File: src/pbd_pkg.sv
// Shared types, constants and character tables for the PEM base64 block decoder.
`timescale 1ns / 1ps

package pbd_pkg;

  localparam int unsigned QueueDepth = 4;
  localparam int unsigned QueuePtrW  = $clog2(QueueDepth);
  localparam int unsigned QueueCntW  = $clog2(QueueDepth + 1);

  localparam logic [3:0] BEGIN_LEN = 4'd11;
  localparam logic [3:0] END_LEN   = 4'd9;
  localparam logic [7:0] CHAR_LF   = 8'h0A;

  typedef enum logic [1:0] {
    KIND_BYTE      = 2'd0,
    KIND_COMPLETED = 2'd1,
    KIND_ABANDONED = 2'd2
  } kind_e;

  typedef struct packed {
    logic        in_block;
    logic        decode_stopped;
    logic        block_has_content;
    logic [3:0]  marker_position;
    logic [1:0]  marker_candidates;  // bit 0 BEGIN, bit 1 END still possible
    logic        skip_line;
    logic [11:0] bit_accumulator;
    logic [2:0]  pending_bits;
  } state_t;

  localparam state_t STATE_RESET = '{
    in_block:          1'b0,
    decode_stopped:    1'b0,
    block_has_content: 1'b0,
    marker_position:   4'd0,
    marker_candidates: 2'b11,
    skip_line:         1'b0,
    bit_accumulator:   12'd0,
    pending_bits:      3'd0
  };

  typedef struct packed {
    logic [1:0] kind;
    logic [7:0] data_byte;
    logic       last_of_run;
  } result_t;

  typedef struct packed {
    logic [1:0] count;
    result_t    first;
    result_t    second;
  } step_res_t;

  function automatic logic [7:0] begin_char(input logic [3:0] pos);
    logic [7:0] ch;
    unique case (pos)
      4'd0, 4'd1, 4'd2, 4'd3, 4'd4: ch = "-";
      4'd5:    ch = "B";
      4'd6:    ch = "E";
      4'd7:    ch = "G";
      4'd8:    ch = "I";
      4'd9:    ch = "N";
      4'd10:   ch = " ";
      default: ch = 8'h00;
    endcase
    return ch;
  endfunction

  function automatic logic [7:0] end_char(input logic [3:0] pos);
    logic [7:0] ch;
    unique case (pos)
      4'd0, 4'd1, 4'd2, 4'd3, 4'd4: ch = "-";
      4'd5:    ch = "E";
      4'd6:    ch = "N";
      4'd7:    ch = "D";
      4'd8:    ch = " ";
      default: ch = 8'h00;
    endcase
    return ch;
  endfunction

  function automatic logic is_space(input logic [7:0] c);
    return (c == 8'h20) || ((c >= 8'h09) && (c <= 8'h0D));
  endfunction

  // Bit 6 flags a valid base64 character; '=' maps to zero.
  function automatic logic [6:0] sextet(input logic [7:0] c);
    logic [6:0] r;
    r = 7'd0;
    if (c >= "A" && c <= "Z") begin
      r = {1'b1, 6'(c - 8'h41)};
    end else if (c >= "a" && c <= "z") begin
      r = {1'b1, 6'(c - 8'h61 + 8'd26)};
    end else if (c >= "0" && c <= "9") begin
      r = {1'b1, 6'(c - 8'h30 + 8'd52)};
    end else if (c == "+") begin
      r = {1'b1, 6'd62};
    end else if (c == "/") begin
      r = {1'b1, 6'd63};
    end else if (c == "=") begin
      r = {1'b1, 6'd0};
    end
    return r;
  endfunction

endpackage

File: src/pbd_if.sv
// Valid/ready channel interfaces for text input and decoded results.
`timescale 1ns / 1ps

interface pbd_in_if;
  logic       valid;
  logic       ready;
  logic [7:0] text_byte;
  logic       end_of_text;

  modport source (output valid, output text_byte, output end_of_text, input ready);
  modport sink   (input valid, input text_byte, input end_of_text, output ready);
endinterface

interface pbd_out_if;
  logic       valid;
  logic       ready;
  logic [1:0] kind;
  logic [7:0] data_byte;
  logic       last_of_run;

  modport source (output valid, output kind, output data_byte, output last_of_run,
                  input ready);
  modport sink   (input valid, input kind, input data_byte, input last_of_run,
                  output ready);
endinterface

File: src/pbd_char_step.sv
// Next-state and result logic for one text character.
`timescale 1ns / 1ps

module pbd_char_step (
  input  pbd_pkg::state_t    state_i,
  input  logic [7:0]         text_byte_i,
  input  logic               end_of_text_i,
  output pbd_pkg::state_t    state_o,
  output pbd_pkg::step_res_t res_o
);

  always_comb begin
    pbd_pkg::state_t    s;
    pbd_pkg::step_res_t r;
    pbd_pkg::result_t   evt;
    logic               have_evt;
    logic               do_plain;
    logic               eot_abandon;
    logic [1:0]         alive;
    logic [3:0]         pos_n;
    logic [6:0]         sx;
    logic [2:0]         pend_n;

    s           = state_i;
    r           = '0;
    evt         = '0;
    have_evt    = 1'b0;
    do_plain    = 1'b0;
    eot_abandon = 1'b0;
    alive       = 2'b00;
    pos_n       = s.marker_position + 4'd1;
    sx          = pbd_pkg::sextet(text_byte_i);
    pend_n      = s.pending_bits - 3'd2;

    if (text_byte_i == pbd_pkg::CHAR_LF) begin
      // Held-back marker prefix turns into content at line end
      if (!s.skip_line && s.marker_candidates != 2'b00 && s.in_block &&
          s.marker_position != 4'd0) begin
        s.block_has_content = 1'b1;
        s.decode_stopped    = 1'b1;
      end
      s.marker_position   = 4'd0;
      s.marker_candidates = 2'b11;
      s.skip_line         = 1'b0;
    end else if (!s.skip_line) begin
      if (s.marker_candidates == 2'b00) begin
        do_plain = 1'b1;
      end else begin
        alive[0] = s.marker_candidates[0] && (s.marker_position < pbd_pkg::BEGIN_LEN) &&
                   (text_byte_i == pbd_pkg::begin_char(s.marker_position));
        alive[1] = s.marker_candidates[1] && (s.marker_position < pbd_pkg::END_LEN) &&
                   (text_byte_i == pbd_pkg::end_char(s.marker_position));
        if (alive == 2'b00) begin
          if (s.in_block && s.marker_position != 4'd0) begin
            s.block_has_content = 1'b1;
            s.decode_stopped    = 1'b1;
          end
          s.marker_candidates = 2'b00;
          do_plain            = 1'b1;
        end else begin
          s.marker_candidates = alive;
          s.marker_position   = pos_n;
          if (alive[0] && pos_n == pbd_pkg::BEGIN_LEN) begin
            if (s.in_block) begin
              have_evt = 1'b1;
              evt.kind = pbd_pkg::KIND_ABANDONED;
            end
            s.in_block          = 1'b1;
            s.decode_stopped    = 1'b0;
            s.block_has_content = 1'b0;
            s.bit_accumulator   = 12'd0;
            s.pending_bits      = 3'd0;
            s.skip_line         = 1'b1;
          end else if (alive[1] && pos_n == pbd_pkg::END_LEN) begin
            if (s.in_block && s.block_has_content) begin
              have_evt = 1'b1;
              evt.kind = pbd_pkg::KIND_COMPLETED;
            end
            s.in_block          = 1'b0;
            s.decode_stopped    = 1'b0;
            s.block_has_content = 1'b0;
            s.bit_accumulator   = 12'd0;
            s.pending_bits      = 3'd0;
            s.skip_line         = 1'b1;
          end
        end
      end
    end

    if (do_plain && s.in_block) begin
      s.block_has_content = 1'b1;
      if (!s.decode_stopped && !pbd_pkg::is_space(text_byte_i)) begin
        if (!sx[6]) begin
          s.decode_stopped = 1'b1;
        end else begin
          s.bit_accumulator = {s.bit_accumulator[5:0], sx[5:0]};
          if (s.pending_bits != 3'd0) begin
            // 2, 4 or 6 bits were waiting: a byte is complete
            have_evt = 1'b1;
            evt.kind = pbd_pkg::KIND_BYTE;
            case (pend_n)
              3'd0:    evt.data_byte = s.bit_accumulator[7:0];
              3'd2:    evt.data_byte = s.bit_accumulator[9:2];
              default: evt.data_byte = s.bit_accumulator[11:4];
            endcase
            s.pending_bits = pend_n;
          end else begin
            s.pending_bits = 3'd6;
          end
        end
      end
    end

    if (end_of_text_i) begin
      eot_abandon = s.in_block;
      s           = pbd_pkg::STATE_RESET;
    end

    if (have_evt) begin
      r.first = evt;
      if (eot_abandon) begin
        r.second.kind        = pbd_pkg::KIND_ABANDONED;
        r.second.last_of_run = 1'b1;
        r.count              = 2'd2;
      end else begin
        r.first.last_of_run = 1'b1;
        r.count             = 2'd1;
      end
    end else if (eot_abandon) begin
      r.first.kind        = pbd_pkg::KIND_ABANDONED;
      r.first.last_of_run = 1'b1;
      r.count             = 2'd1;
    end

    state_o = s;
    res_o   = r;
  end

endmodule

File: src/pbd_result_queue.sv
// Small result queue: takes up to two results per cycle, hands out one per beat.
`timescale 1ns / 1ps

module pbd_result_queue (
  input  logic               clk_i,
  input  logic               rst_ni,
  input  logic [1:0]         push_count_i,
  input  pbd_pkg::result_t   push_first_i,
  input  pbd_pkg::result_t   push_second_i,
  output logic               room_o,
  pbd_out_if.source          out_o
);

  pbd_pkg::result_t                   entry_q [pbd_pkg::QueueDepth];
  logic [pbd_pkg::QueuePtrW-1:0]      wr_ptr_q, wr_ptr_d;
  logic [pbd_pkg::QueuePtrW-1:0]      rd_ptr_q, rd_ptr_d;
  logic [pbd_pkg::QueueCntW-1:0]      count_q, count_d;
  logic                               pop;
  logic [pbd_pkg::QueuePtrW-1:0]      wr_ptr_next;

  assign pop         = out_o.valid && out_o.ready;
  assign wr_ptr_next = wr_ptr_q + pbd_pkg::QueuePtrW'(1);

  // Room for a worst-case beat of two results
  assign room_o = (count_q <= pbd_pkg::QueueCntW'(pbd_pkg::QueueDepth - 2));

  assign out_o.valid       = (count_q != '0);
  assign out_o.kind        = entry_q[rd_ptr_q].kind;
  assign out_o.data_byte   = entry_q[rd_ptr_q].data_byte;
  assign out_o.last_of_run = entry_q[rd_ptr_q].last_of_run;

  always_comb begin
    wr_ptr_d = wr_ptr_q + pbd_pkg::QueuePtrW'(push_count_i);
    rd_ptr_d = pop ? rd_ptr_q + pbd_pkg::QueuePtrW'(1) : rd_ptr_q;
    count_d  = count_q + pbd_pkg::QueueCntW'(push_count_i)
               - pbd_pkg::QueueCntW'(pop);
  end

  always_ff @(posedge clk_i or negedge rst_ni) begin
    if (!rst_ni) begin
      wr_ptr_q <= '0;
      rd_ptr_q <= '0;
      count_q  <= '0;
    end else begin
      wr_ptr_q <= wr_ptr_d;
      rd_ptr_q <= rd_ptr_d;
      count_q  <= count_d;
    end
  end

  always_ff @(posedge clk_i) begin
    if (push_count_i != 2'd0) begin
      entry_q[wr_ptr_q] <= push_first_i;
    end
    if (push_count_i == 2'd2) begin
      entry_q[wr_ptr_next] <= push_second_i;
    end
  end

endmodule

File: src/pem_base64_block_decoder.sv
// Top level of the PEM base64 block decoder.
//
//   channel  dir  beat payload                        notes
//   in_i     in   text_byte[7:0], end_of_text         one character per beat
//   out_o    out  kind[1:0], data_byte[7:0], last     0..2 results per input beat
//
// One character is taken per cycle while the queue has room; its results are registered
// into a four-entry queue and leave it one per cycle while out_o is ready.
// in_i.ready drops only while the queue holds more than two results.
// Reset clears the scan state to line start with no block open, and empties the queue.
// A stall on out_o fills the queue and then holds in_i.
`timescale 1ns / 1ps

module pem_base64_block_decoder (
  input  logic       clk_i,
  input  logic       rst_ni,
  pbd_in_if.sink     in_i,
  pbd_out_if.source  out_o
);

  pbd_pkg::state_t    state_q, state_d;
  pbd_pkg::step_res_t step_res;
  logic               accept;
  logic               room;
  logic [1:0]         push_count;

  assign in_i.ready = room;
  assign accept     = in_i.valid && room;
  assign push_count = accept ? step_res.count : 2'd0;

  pbd_char_step u_step (
    .state_i       (state_q),
    .text_byte_i   (in_i.text_byte),
    .end_of_text_i (in_i.end_of_text),
    .state_o       (state_d),
    .res_o         (step_res)
  );

  always_ff @(posedge clk_i or negedge rst_ni) begin
    if (!rst_ni) begin
      state_q <= pbd_pkg::STATE_RESET;
    end else if (accept) begin
      state_q <= state_d;
    end
  end

  pbd_result_queue u_queue (
    .clk_i         (clk_i),
    .rst_ni        (rst_ni),
    .push_count_i  (push_count),
    .push_first_i  (step_res.first),
    .push_second_i (step_res.second),
    .room_o        (room),
    .out_o         (out_o)
  );

endmodule
File: src/flat_wrapper.sv
// flat-port wrapper written by rule: the top's interface ports become plain ports
module pem_base64_block_decoder_flat 
  (clk_i, rst_ni, in_i_valid, in_i_text_byte, in_i_end_of_text, in_i_ready, out_o_valid, out_o_kind, out_o_data_byte, out_o_last_of_run, out_o_ready);
  pbd_in_if in_i_i ();
  pbd_out_if out_o_i ();
  input  logic clk_i;
  input  logic rst_ni;
  input wire logic [$bits(in_i_i.valid)-1:0] in_i_valid;
  input wire logic [$bits(in_i_i.text_byte)-1:0] in_i_text_byte;
  input wire logic [$bits(in_i_i.end_of_text)-1:0] in_i_end_of_text;
  output wire logic [$bits(in_i_i.ready)-1:0] in_i_ready;
  output wire logic [$bits(out_o_i.valid)-1:0] out_o_valid;
  output wire logic [$bits(out_o_i.kind)-1:0] out_o_kind;
  output wire logic [$bits(out_o_i.data_byte)-1:0] out_o_data_byte;
  output wire logic [$bits(out_o_i.last_of_run)-1:0] out_o_last_of_run;
  input wire logic [$bits(out_o_i.ready)-1:0] out_o_ready;
  assign in_i_i.valid = in_i_valid;
  assign in_i_i.text_byte = in_i_text_byte;
  assign in_i_i.end_of_text = in_i_end_of_text;
  assign in_i_ready = in_i_i.ready;
  assign out_o_valid = out_o_i.valid;
  assign out_o_kind = out_o_i.kind;
  assign out_o_data_byte = out_o_i.data_byte;
  assign out_o_last_of_run = out_o_i.last_of_run;
  assign out_o_i.ready = out_o_ready;
  pem_base64_block_decoder u_core (.clk_i(clk_i), .rst_ni(rst_ni), .in_i(in_i_i), .out_o(out_o_i));
endmodule
File: config.mk
export PLATFORM = sky130hd
export DESIGN_NAME = pem_base64_block_decoder_flat
export DESIGN_NICKNAME = d
export VERILOG_FILES = /design/src/pbd_pkg.sv /design/src/pbd_if.sv /design/src/pbd_char_step.sv /design/src/pbd_result_queue.sv /design/src/pem_base64_block_decoder.sv /design/src/flat_wrapper.sv
export SDC_FILE = /design/constraint.sdc
export NUM_CORES = 1
export LEC_CHECK = 0
export ABC_AREA = 1
export BUFFER_PORTS_ARGS = -buffer_cell sky130_fd_sc_hd__buf_2
export CELL_PAD_IN_SITES_DETAIL_PLACEMENT = 1
export CELL_PAD_IN_SITES_GLOBAL_PLACEMENT = 1
export CORE_UTILIZATION = 44
export CTS_CLUSTER_DIAMETER = 150
export CTS_CLUSTER_SIZE = 14
export DETAILED_ROUTE_END_ITERATION = 8
export HOLD_SLACK_MARGIN = 0.15
export PLACE_DENSITY = 0.79
export SETUP_SLACK_MARGIN = 0.15
export SLEW_MARGIN = 5
export SYNTH_ARGS = -nofsm -noshare
export SYNTH_HDL_FRONTEND = slang
export SYNTH_SLANG_ARGS = --single-unit
File: constraint.sdc
create_clock -name clk_i -period 5 [get_ports clk_i]
set_clock_uncertainty 0.05 [all_clocks]
set_input_delay 0.25 -clock clk_i [delete_from_list [all_inputs] [get_ports clk_i]]
set_output_delay 0.25 -clock clk_i [all_outputs]
set_load 0.01 [all_outputs]
Word level (Yosys, flattened, before mapping)
Memory sizes are Yosys's and may differ from the RTL's.
Cells that the tools add are included.
Widths: inputs -> output; s select.

word-level totals
  latch bits = 0
  logic and storage cells = 171
  RAM bits = 44
  bits of input ports = 13
  output and inout bits = 13
  ROM bits = 192
  memories = 3
  flip-flop bits (word level) = 32

cells by class
  div/mod/pow operators = 0
  shifts and indexed selects = 0
  reductions and logical operators = 35
  bitwise operators = 0
  $add $sub $neg = 12
  magnitude comparators = 11
  equality and inequality tests = 18
  muxes and demuxes = 81
  multipliers = 0

memory list
  memory                  words  width  rd ports  clocked after memory_dff  wr ports  RTL line                text
  (no name shown)         16     6      1         0                         0         pbd_pkg.sv:56           unique case (pos)
  (no name shown)         16     6      1         0                         0         pbd_pkg.sv:71           unique case (pos)
  u_core.u_queue.entry_q  4      11     1         0                         2         pbd_result_queue.sv:14  pbd_pkg::result_t entry_q [pbd_pkg::QueueDepth];

operator list
  kind                 count
  $mux 25              3
  $mux 15              4
  $mux 8               7
  $mux 16              3
  $mux 7               6
  $mux 10              4
  $eq 8x6->1 const B   4
  $mux 1               31
  $mux 2               15
  $logic_and 1x1->1    19
  $eq 8x8->1           2
  $ge 8x7->1 const B   2
  $le 8x7->1 const B   2
  $pmux 8 s2           1
  $mux 3               4
  $sub 6x6->6 const B  2
  $mux 9               1
  $ne 3x3->1 const B   3
  $eq 4x4->1 const B   2
  $eq 8x4->1 const B   1
  $ge 8x4->1 const B   1
  $ge 8x6->1 const B   1
  $le 8x4->1 const B   1
  $le 8x6->1 const B   1
  29 further kinds     37

Logic depth before layout (Yosys ltp)
Gate-level depths: netlist of the first run.

  word-level depth = 23
  depth in mapped cells = 30
  gate-level depth less buffers = 30

Hierarchy
From an unflattened synthesis of the first run, not the netlist that was laid out.

second synthesis, totals
  cells, all modules = 901
  area, all modules = 6075.8 um^2

by module, submodules not included
  module                    cells each  area an instance (um^2)  sequential area each (um^2)  times used
  pbd_result_queue          351         2783.9                   1496.4                       1
  pbd_char_step             437         2244.7                   0.0                          1
  pem_base64_block_decoder  113         1047.3                   628.1                        1

Least setup slack after synthesis of the first run
OpenSTA, ideal clock, no wires.

  path type = input-to-reg
  start = in in_i_text_byte[2]
  end = mem u_core.u_queue.entry_q[0][0] in the netlist's numbering, enable pin
  library setup time = 0.266 ns
  slack = 1.087 ns
  arrival time = 3.597 ns
  buffers on the path = 1
  cell stages on the path = 24
  cell sequence = clkbuf_2 inv_1 ha_1 inv_1 o21ai_1 o21ai_0 nand2_1 nand3_1 a31o_2 nor2_1 inv_2 nand2_1 inv_2 nand2_4 nand3_1 ha_1 inv_1 nor2_1 nor2_1 inv_1 nand2_1 clkinv_1 nor2_1 inv_1

RTL lines
  what                RTL line                text
  start: declaration  flat_wrapper.sv:9       input wire logic [$bits(in_i_i.text_byte)-1:0] in_i_text_byte;
  end: declaration    pbd_result_queue.sv:14

Worst setup path in the final report of the first run
  start = reg u_core.state_q[18] in the netlist's numbering
  end = reg u_core.u_queue.count_q[2] in the netlist's numbering

on the way
  cells in the longest elaborated chain, start to end = 22
  elaborated cells on any way between the ends = 64
  classes of those cells = 3 x add/sub; 2 x order compare; 4 x eq/ne; 39 x mux; 14 x reduce/logical; 2 x memory

RTL lines
  what                                 RTL line                        text
  start: declaration                   pem_base64_block_decoder.sv:21  pbd_pkg::state_t state_q, state_d;
  start signal: assignment             pem_base64_block_decoder.sv:41  state_q <= pbd_pkg::STATE_RESET;
  start signal: assignment             pem_base64_block_decoder.sv:43  state_q <= state_d;
  $mem_v2 16x6                         n/a
  $mux 8                               pbd_char_step.sv:46             if (s.marker_candidates == 2'b00) begin
  $mux 8                               pbd_char_step.sv:45             end else if (!s.skip_line) begin
  $mux 8                               pbd_char_step.sv:35             if (text_byte_i == pbd_pkg::CHAR_LF) begin
  $eq 8x8->1                           pbd_char_step.sv:52             (text_byte_i == pbd_pkg::end_char(s.marker_position));
  $logic_and 1x1->1                    pbd_char_step.sv:51             alive[1] = s.marker_candidates[1] && (s.marker_position < pbd_pkg::END_LEN) &&
  $logic_and 1x1->1                    pbd_char_step.sv:74             end else if (alive[1] && pos_n == pbd_pkg::END_LEN) begin
  $mux 16                              pbd_char_step.sv:74
  [... 7 more ...]                     n/a
  $mux 1                               pbd_char_step.sv:93             if (!sx[6]) begin
  $mux 1                               pbd_char_step.sv:92             if (!s.decode_stopped && !pbd_pkg::is_space(text_byte_i)) begin
  $mux 1                               pbd_char_step.sv:90             if (do_plain && s.in_block) begin
  $mux 4 *                             pbd_char_step.sv:119            if (have_evt) begin
  $mux 2 *                             pem_base64_block_decoder.sv:29  assign push_count = accept ? step_res.count : 2'd0;
  $add 3x2->3 *                        pbd_result_queue.sv:35          count_d = count_q + pbd_pkg::QueueCntW'(push_count_i)
  $sub 3x1->3 *                        pbd_result_queue.sv:36          - pbd_pkg::QueueCntW'(pop);
  via u_core.u_queue.count_d, one bit  pbd_result_queue.sv:17          logic [pbd_pkg::QueueCntW-1:0] count_q, count_d;
  end signal: assignment               pbd_result_queue.sv:47          count_q <= count_d;
  end: declaration                     pbd_result_queue.sv:17

The timed path passes the listed nets; every way through them passes the cells marked *. The select of a mux whose other input is x is not followed.
A chain may end at the register's enable or synchronous reset.

==> out/qor.txt, run 1 <==
=================================================================================
Run status                                                           finished clean
Die Width                                                                  106 µm
Pre-CTS worst setup slack                                                0.421 ns
RSZ-0062 raised after global routing                                           no
Number of buffers on the longest clock path                                     2
Post-synth net total                                                          750
Startpoint of the worst hold path                                    in_i_end_of_text
Maximum vdd drop                                                         0.238 mV
Cell count of the worst hold path                                               4
Clock latency of the later-clocked register in the worst-skew pair        0.35 ns
R2R Setup Slk                                                             0.61 ns
Number of CTS-inserted buffers                                                  9
TritonCTS Sinks                                                                70
Post-route clock period utilization                                         87.9%
WP data arrival                                                           4.59 ns
Vias after detailed routing                                                  4823
Count of different cell masters after synthesis                                45
Cell leakage power                                                     0.00265 µW
Startpoint class of the critical path                                   flip-flop
Area share of the leading cell type in the synthesized netlist              18.3%
Dpl hpwl                                                                 11300 µm
Worst Setup Slack, final                                                 0.607 ns
Global-route congestion overflow total                                          0
Main flop type after synthesis                                            dfxtp_1
Total Wirelength                                                         15000 µm
Slew at the pin closest to its max-slew limit                            0.839 ns
Shortest clock period the worst path allows after layout                  4.39 ns
Final setup violation count                                                     0
Worst r2r src                                                        u_core.state_q[18]
# IOs                                                                          26
Clock root buffer                                                        clkbuf_8
Final Max Slew Viols                                                            0
Overall routing resource usage                                              28.6%
Max Freq                                                                  228 MHz
Slowest cell on crit path                                                 dfrtp_1
Worst path required time                                                  5.20 ns
Max-cap violations                                                              0
R2R Path End                                                         u_core.u_queue.count_q[2]
Critical setup path kind                                                  reg2reg
Fraction of layout cells with a size suffix above 1                         10.3%
Layout overhead on the synthesized area                                     10.7%
Maximum number of pins on one net before global-route repair                   27
Worst R2R Path Depth                                                           29
Register clock-pin slew on the reported worst setup and hold paths        0.08 ns
Clock power frac                                                            22.2%
Ratio of total power to cell area                                      473 nW/µm²
Gpl congestion                                                              0.922
Total number of H-tree levels                                                   3
# port buffers                                                                 25
First-pass GRT wire length                                               25300 µm
Clock tree from TritonCTS                                                   built
Internal power                                                            1360 µW
Netlist area before placement                                            4750 µm²
Ys Warns                                                                        0
Sequential cell area fraction in the yosys report                           34.0%
Crit path top cell by count                                               nand2_1
Count of nets after finishing                                                 775
Via/cell ratio                                                               5.46
Critical path peak fanout                                                      18
Final ANT Viol Nets                                                             0
Net switching power                                                       1120 µW
Cell taking the most area after synthesis                                 nand2_1
Number of instances in the synthesized netlist                                718
Sw Share                                                                    45.1%
Initial standard-cell utilization of the core                               45.8%
Library cell with the highest instance count after synthesis              nand2_1
Sort of element at the end of the critical path                         flip-flop
Number of global-route vias before repair                                    5045
Fraction of registers with async set or reset after synthesis               37.1%
Antenna violations before repair                                                0
Count of endpoints failing hold in the final timing report                      0
Row cnt                                                                        37
Area inside the core boundary                                           10400 µm²
End point of the most critical hold path                             u_core.state_q[22]
Synthesized flop and latch total                                               70
Mean instance size in the synthesized netlist                            6.61 µm²
Post-detailed-route DRC marker count                                            0
Largest stage delay on the critical path                                  0.42 ns
Wire length per cell                                                      17.0 µm
Count of flip-flops with a built-in enable after synthesis                      8
Die Outline Area                                                        11200 µm²
Detailed-router iteration count before antenna repair                           7
DRT iter0 DRCs                                                                257
Antenna diode count                                                             0
Sequential power share                                                      32.4%
HP Class                                                                   in2reg
Worst max-slew margin expressed relative to the limit                       44.1%
Die height                                                                 106 µm
Synth area leaders                                                   nand2_1 18%, dfxtp_1 15%, dfrtp_1 13%, nand3_1 7.8%, o21ai_0 6.0%
Setup TNS                                                                    0 ns
Post-synth top cells                                                 231 x nand2_1, 74 x nand3_1, 73 x inv_1
Part of the total power dissipated in combinational logic                   45.4%
=================================================================================
==> kinds of logic (layout without fill, tap and decap cells) <==
group / Yosys count / in the layout / synth area share [%]
flip-flops: 70 / 70 / 34.0
buffers and inverters: 98 / 128 / 8.36
XOR/XNOR: 16 / 16 / 2.95
AND/OR/NAND/NOR: 415 / 415 / 37.8
adder cells (fa/ha/maj): 19 / 19 / 5.17
AO/OA/AOI/OAI: 100 / 100 / 11.7
==> what timing repair did <==
action,CTS,global route
resized for setup,0,6
hold buffers,1,0
setup buffers,0,1
endpoints found under the hold margin,24,0
setup endpoints to repair,0,35
==> critical path: cells and delay by family, from the launching register on <==
kind	cells	cell delay, ns
AND/OR/NAND/NOR	16	1.67
adder cells (fa/ha/maj)	5	1.41
buffers and inverters	6	0.49
flip-flops	1	0.42
XOR/XNOR	1	0.13
AO/OA/AOI/OAI	1	0.11
==> metrics by stage <==
stage / utilization (%) / total power [µW] / instance area, µm² / std cells / hold slack [ns]
final: 50.7 / 2490 / 5260 / 884 / 0.258
after global routing: 50.7 / 2680 / 5260 / 884 / 0.270
after CTS: 50.4 / 2500 / 5220 / 882 / 0.232
after detailed placement: 48.0 / 1930 / 4980 / 865 / 0.254
after global placement: 48.0 / 1890 / 4980 / 865 / 0.246
after floorplan: - / 1580 / 4750 / 718 / -0.0956
==> layout make-up <==
class | count | area [µm²]
inverter | 82 | 330
fill | 1414 | 5110
tap | 136 | 170
clock buffer | 10 | 128
sequential | 70 | 1610
timing repair inverter | 1 | 5.00
clock inverter | 6 | 110
multi-input combinational | 550 | 2740
timing repair buffer | 29 | 158
==> power by group through the flow <==
stage | logic, µW | registers (µW) | clock network, µW
2_1_floorplan | 842 | 737 | 0
3_3_place_gp | 1080 | 805 | 0
3_5_place_dp | 1120 | 816 | 0
4_1_cts | 1130 | 804 | 561
5_1_grt | 1280 | 822 | 579
6_report | 1130 | 806 | 552
==> worst max-delay path by stage <==
stage	from	end	slack (ns)	cells after the start
final	u_core.state_q[18]	u_core.u_queue.count_q[2]	0.61	29
after detailed placement	in_i_text_byte[2]	u_core.u_queue.count_q[2]	0.42	24
after floorplan	in_i_text_byte[2]	u_core.u_queue.entry_q[0][0]	1.09	24
after global placement	in_i_text_byte[2]	u_core.u_queue.entry_q[0][9]	0.71	26
after CTS	u_core.state_q[19]	u_core.u_queue.count_q[2]	0.54	28
after global routing	u_core.state_q[18]	u_core.u_queue.entry_q[1][3]	0.15	29
==> cell usage in the layout (no fill, tap or decap), types with 2 or more instances in the layout <==
| cell type | instances |
|---|---|
| a21oi_1 | 13 |
| a22oi_1 | 4 |
| a31oi_1 | 2 |
| buf_2 | 25 |
| buf_4 | 3 |
| bufinv_16 | 3 |
| clkbuf_8 | 9 |
| clkinvlp_4 | 5 |
| dfrtp_1 | 24 |
| dfstp_2 | 2 |
| dfxtp_1 | 36 |
| edfxtp_1 | 8 |
| ha_1 | 18 |
| inv_1 | 73 |
| inv_2 | 3 |
| nand2_1 | 230 |
| nand2_2 | 8 |
| nand2_4 | 2 |
| nand3_1 | 74 |
| nand3_2 | 2 |
| nand3b_1 | 2 |
| nand4_1 | 11 |
| nor2_1 | 68 |
| nor2_2 | 8 |
| nor3_1 | 6 |
| o211ai_1 | 4 |
| o21ai_0 | 57 |
| o21ai_1 | 3 |
| o22ai_1 | 12 |
| xnor2_1 | 3 |
| xor2_1 | 13 |
==> routing by layer <==
layer / track usage (%) / vias to the layer above / part of all wire [%]
li1: - / 2385 / -
met1: 37.2 / 2341 / 47
met2: 48.4 / 77 / 48
met3: 4.76 / 20 / 3.0
met4: 8.63 / 0 / 1.7
met5: 0 / - / 0
==> state kept, by name (all words and copies together) (netlist names) <==
signal / cells
u_core.u_queue.entry_q: 44
u_core.state_q: 19
u_core.u_queue.wr_ptr_q: 2
u_core.u_queue.count_q: 3
u_core.u_queue.rd_ptr_q: 2
(Power assumes the default switching activity.)
==> run 2: changes to the inputs <==
--- a/config.mk
+++ b/config.mk
@@ -6,17 +6,18 @@
 export NUM_CORES = 1
 export LEC_CHECK = 0
 export ABC_AREA = 1
-export BUFFER_PORTS_ARGS = -buffer_cell sky130_fd_sc_hd__buf_2
+export BUFFER_PORTS_ARGS = -buffer_cell sky130_fd_sc_hd__buf_4
 export CELL_PAD_IN_SITES_DETAIL_PLACEMENT = 1
 export CELL_PAD_IN_SITES_GLOBAL_PLACEMENT = 1
-export CORE_UTILIZATION = 44
+export CORE_UTILIZATION = 46
 export CTS_CLUSTER_DIAMETER = 150
 export CTS_CLUSTER_SIZE = 14
 export DETAILED_ROUTE_END_ITERATION = 8
 export HOLD_SLACK_MARGIN = 0.15
-export PLACE_DENSITY = 0.79
+export PLACE_DENSITY = 0.81
 export SETUP_SLACK_MARGIN = 0.15
 export SLEW_MARGIN = 5
 export SYNTH_ARGS = -nofsm -noshare
 export SYNTH_HDL_FRONTEND = slang
+export SYNTH_HIERARCHICAL = 1
 export SYNTH_SLANG_ARGS = --single-unit
==> run 2 against run 1 <==
Compared with the run above:
- flip-flop and latch count did not move
- largest cell class unchanged
- critical endpoint is now u_core/u_queue/entry_q[3][2]
- largest power group is now registers
- highest routed layer unchanged
- non-clock buffer count is 11 higher
- global-route usage grew 0.13 points
- clock power increased by 22%
==> out/qor.txt, run 2 <==
=====================================================================================
Post-route clock period utilization                                             90.0%   +2.1 points
Top library cells by usage in the layout, fill and taps aside            296 x nand2_1, 105 x nand3_1, 78 x nor2_1
Most frequent standard cell in the layout excluding fill and tap cells        nand2_1
Largest stage delay on the critical path                                      0.46 ns   +0.04 ns
Count of endpoints failing hold in the final timing report                          0   unchanged
Ys Warns                                                                            6   +6
DRT iter0 DRCs                                                                    365   +42%
Top cell family by delay on the critical path                            simple AND/OR/NAND/NOR gates
Number of CTS-inserted buffers                                                      9   unchanged
Antenna diode count                                                                 0   unchanged
Clock power frac                                                                33.7%   +12 points
Total number of H-tree levels                                                       3   unchanged
Final setup violation count                                                         0   unchanged
Net switching power                                                            737 µW   -34%
RSZ-0062 raised after global routing                                               no
Overall routing resource usage                                                  28.7%   +0.13 points
First-pass GRT wire length                                                   28900 µm   +14%
Number of global-route vias before repair                                        5831   +16%
Critical path peak fanout                                                          34   +16
Worst path required time                                                      5.00 ns   -0.20 ns
Row cnt                                                                            40   +8.1%
Largest registers                                                        u_core/u_queue/entry_q: 44 flops, u_core/state_q: 19 flops, u_core/u_queue/count_q: 3 flops
WP data arrival                                                               4.50 ns   -0.09 ns
Maximum vdd drop                                                             0.155 mV   -35%
Count of nets after finishing                                                     883   +14%
Largest register by flop count                                           u_core/u_queue/entry_q
Global-route congestion overflow total                                              0   unchanged
Ratio of total power to cell area                                          319 nW/µm²   -33%
Critical setup path kind                                                      reg2reg
Number of buffers on the longest clock path                                         2   unchanged
Register clock-pin slew on the reported worst setup and hold paths            0.06 ns   -0.02 ns
Total Wirelength                                                             17500 µm   +16%
Max Freq                                                                      222 MHz   -2.3%
Wire length per cell                                                          17.1 µm   +0.57%
Cell leakage power                                                         0.00289 µW   +9.0%
Clock latency of the later-clocked register in the worst-skew pair            0.34 ns   about the same
Number of flip-flops under the largest register name                               44   unchanged
Die height                                                                     114 µm   +7.3%
Worst max-slew margin expressed relative to the limit                           28.5%   -16 points
Vias after detailed routing                                                      5571   +16%
Clock tree from TritonCTS                                                       built
Slew at the pin closest to its max-slew limit                                 1.07 ns   +0.234 ns
Netlist area before placement                                                5730 µm²   +21%
Gpl congestion                                                                  0.905   -1.9%
# port buffers                                                                     25   unchanged
Fraction of layout cells with a size suffix above 1                             11.6%   +1.3 points
Buf+Inv Stages, Crit Path                                                           7   +1
Maximum number of pins on one net before global-route repair                       37   +37%
Shortest clock period the worst path allows after layout                      4.50 ns   +0.105 ns
Crit path top cell by count                                                   nand2_1
Die Outline Area                                                            12900 µm²   +15%
Part of the total power dissipated in combinational logic                       31.1%   -14 points
Post-detailed-route DRC marker count                                                0   unchanged
Run status                                                               finished clean
Slowest cell on crit path                                                     dfrtp_2
Final Max Slew Viols                                                                0   unchanged
Max-cap violations                                                                  0   unchanged
# IOs                                                                              26   unchanged
Overall Power                                                                 2000 µW   -20%
Layout overhead on the synthesized area                                         9.45%
Clock root buffer                                                           clkbuf_16
Final ANT Viol Nets                                                                 0   unchanged
R2R Setup Slk                                                                 0.50 ns   -0.11 ns
Sort of element at the end of the critical path                             flip-flop
Antenna violations before repair                                                    0   unchanged
Area inside the core boundary                                               12100 µm²   +16%
Internal power                                                                1260 µW   -7.3%
Sw Share                                                                        36.8%   -8.3 points
Setup TNS                                                                        0 ns   unchanged
Detailed-router iteration count before antenna repair                               4   -3
Startpoint class of the critical path                                       flip-flop
TritonCTS Sinks                                                                    70   unchanged
Die Width                                                                      114 µm   +7.3%
HP Class                                                                       in2reg
Number of instances in the synthesized netlist                                    847   +18%
Dpl hpwl                                                                     12600 µm   +11%
Mean instance size in the synthesized netlist                                6.77 µm²   +2.3%
Via/cell ratio                                                                   5.44   -0.28%
Initial standard-cell utilization of the core                                   47.5%   +1.7 points
Sequential power share                                                          35.2%   +2.8 points
=====================================================================================
[run 2: changes by cell type in the layout (fill, tap and decap cells not counted), moves of 12 or more]
cell,before,now
buf_2,25,0
buf_4,3,36
dfxtp_1,36,0
edfxtp_1,8,44
nand2_1,230,296
nand3_1,74,105
o22ai_1,12,0
[run 2: cell type report]
cell class              instances  area (µm²)
clock inverters                 7        82.6
clock buffers                   9         225
flip-flops and latches         70        1980
inverters                      83         314
fillers                      1580        5790
multi-input cells             647        3150
well taps                     168         210
repair buffers                 40         317
[run 2: what timing repair did]
action | 4_1_cts | 5_1_grt
hold buffers | 2 | 0
hold endpoints to repair | 27 | 0
resized for setup | 0 | 15
setup buffers | 0 | 1
setup endpoints to repair | 0 | 78
[run 2: per-stage QoR]
step,setup slack [ns],util (%),hold WS [ns],cell area (µm²),std cells
5_1_grt,0.153,52.0,0.202,6270,1024
3_5_place_dp,0.210,48.8,0.174,5880,1004
4_1_cts,0.163,51.5,0.180,6210,1022
2_1_floorplan,0.755,-,-0.0956,5760,855
6_report,0.502,52.0,0.186,6270,1024
3_3_place_gp,0.472,48.8,0.160,5880,1004
[run 2: final timing paths]
path,from,to,cells past startpoint
hold / removal,in_i_end_of_text,u_core/state_q[22],4
max in group asynchronous,rst_ni,u_core/state_q[17],2
min in group asynchronous,rst_ni,u_core/state_q[4],2
setup / recovery,u_core/state_q[18],u_core/u_queue/entry_q[3][2],26
hold reg to reg,u_core/state_q[7],u_core/state_q[7],2
setup reg to reg,u_core/state_q[18],u_core/u_queue/entry_q[3][2],26
[run 2: layer usage]
layer	track usage, %	routed length (µm)	up-vias
met2	53.2	9080	84
met5	0	0	-
li1	-	-	2709
met3	4.09	361	36
met1	33.5	7600	2742
met4	10.6	439	0
[run 2: tightest hold or removal path: stages]
cell and delay (ns):
buf_4 0.12, a21oi_1 0.04, nand3_1 0.07, nand2_1 0.05
[run 2: power by group through the flow]
stage | registers, µW | logic (µW) | clock network, µW
global placement | 713 | 593 | 0
floorplan | 670 | 464 | 0
finish | 704 | 623 | 674
detailed placement | 717 | 622 | 0
global route | 712 | 696 | 708
CTS | 705 | 629 | 684
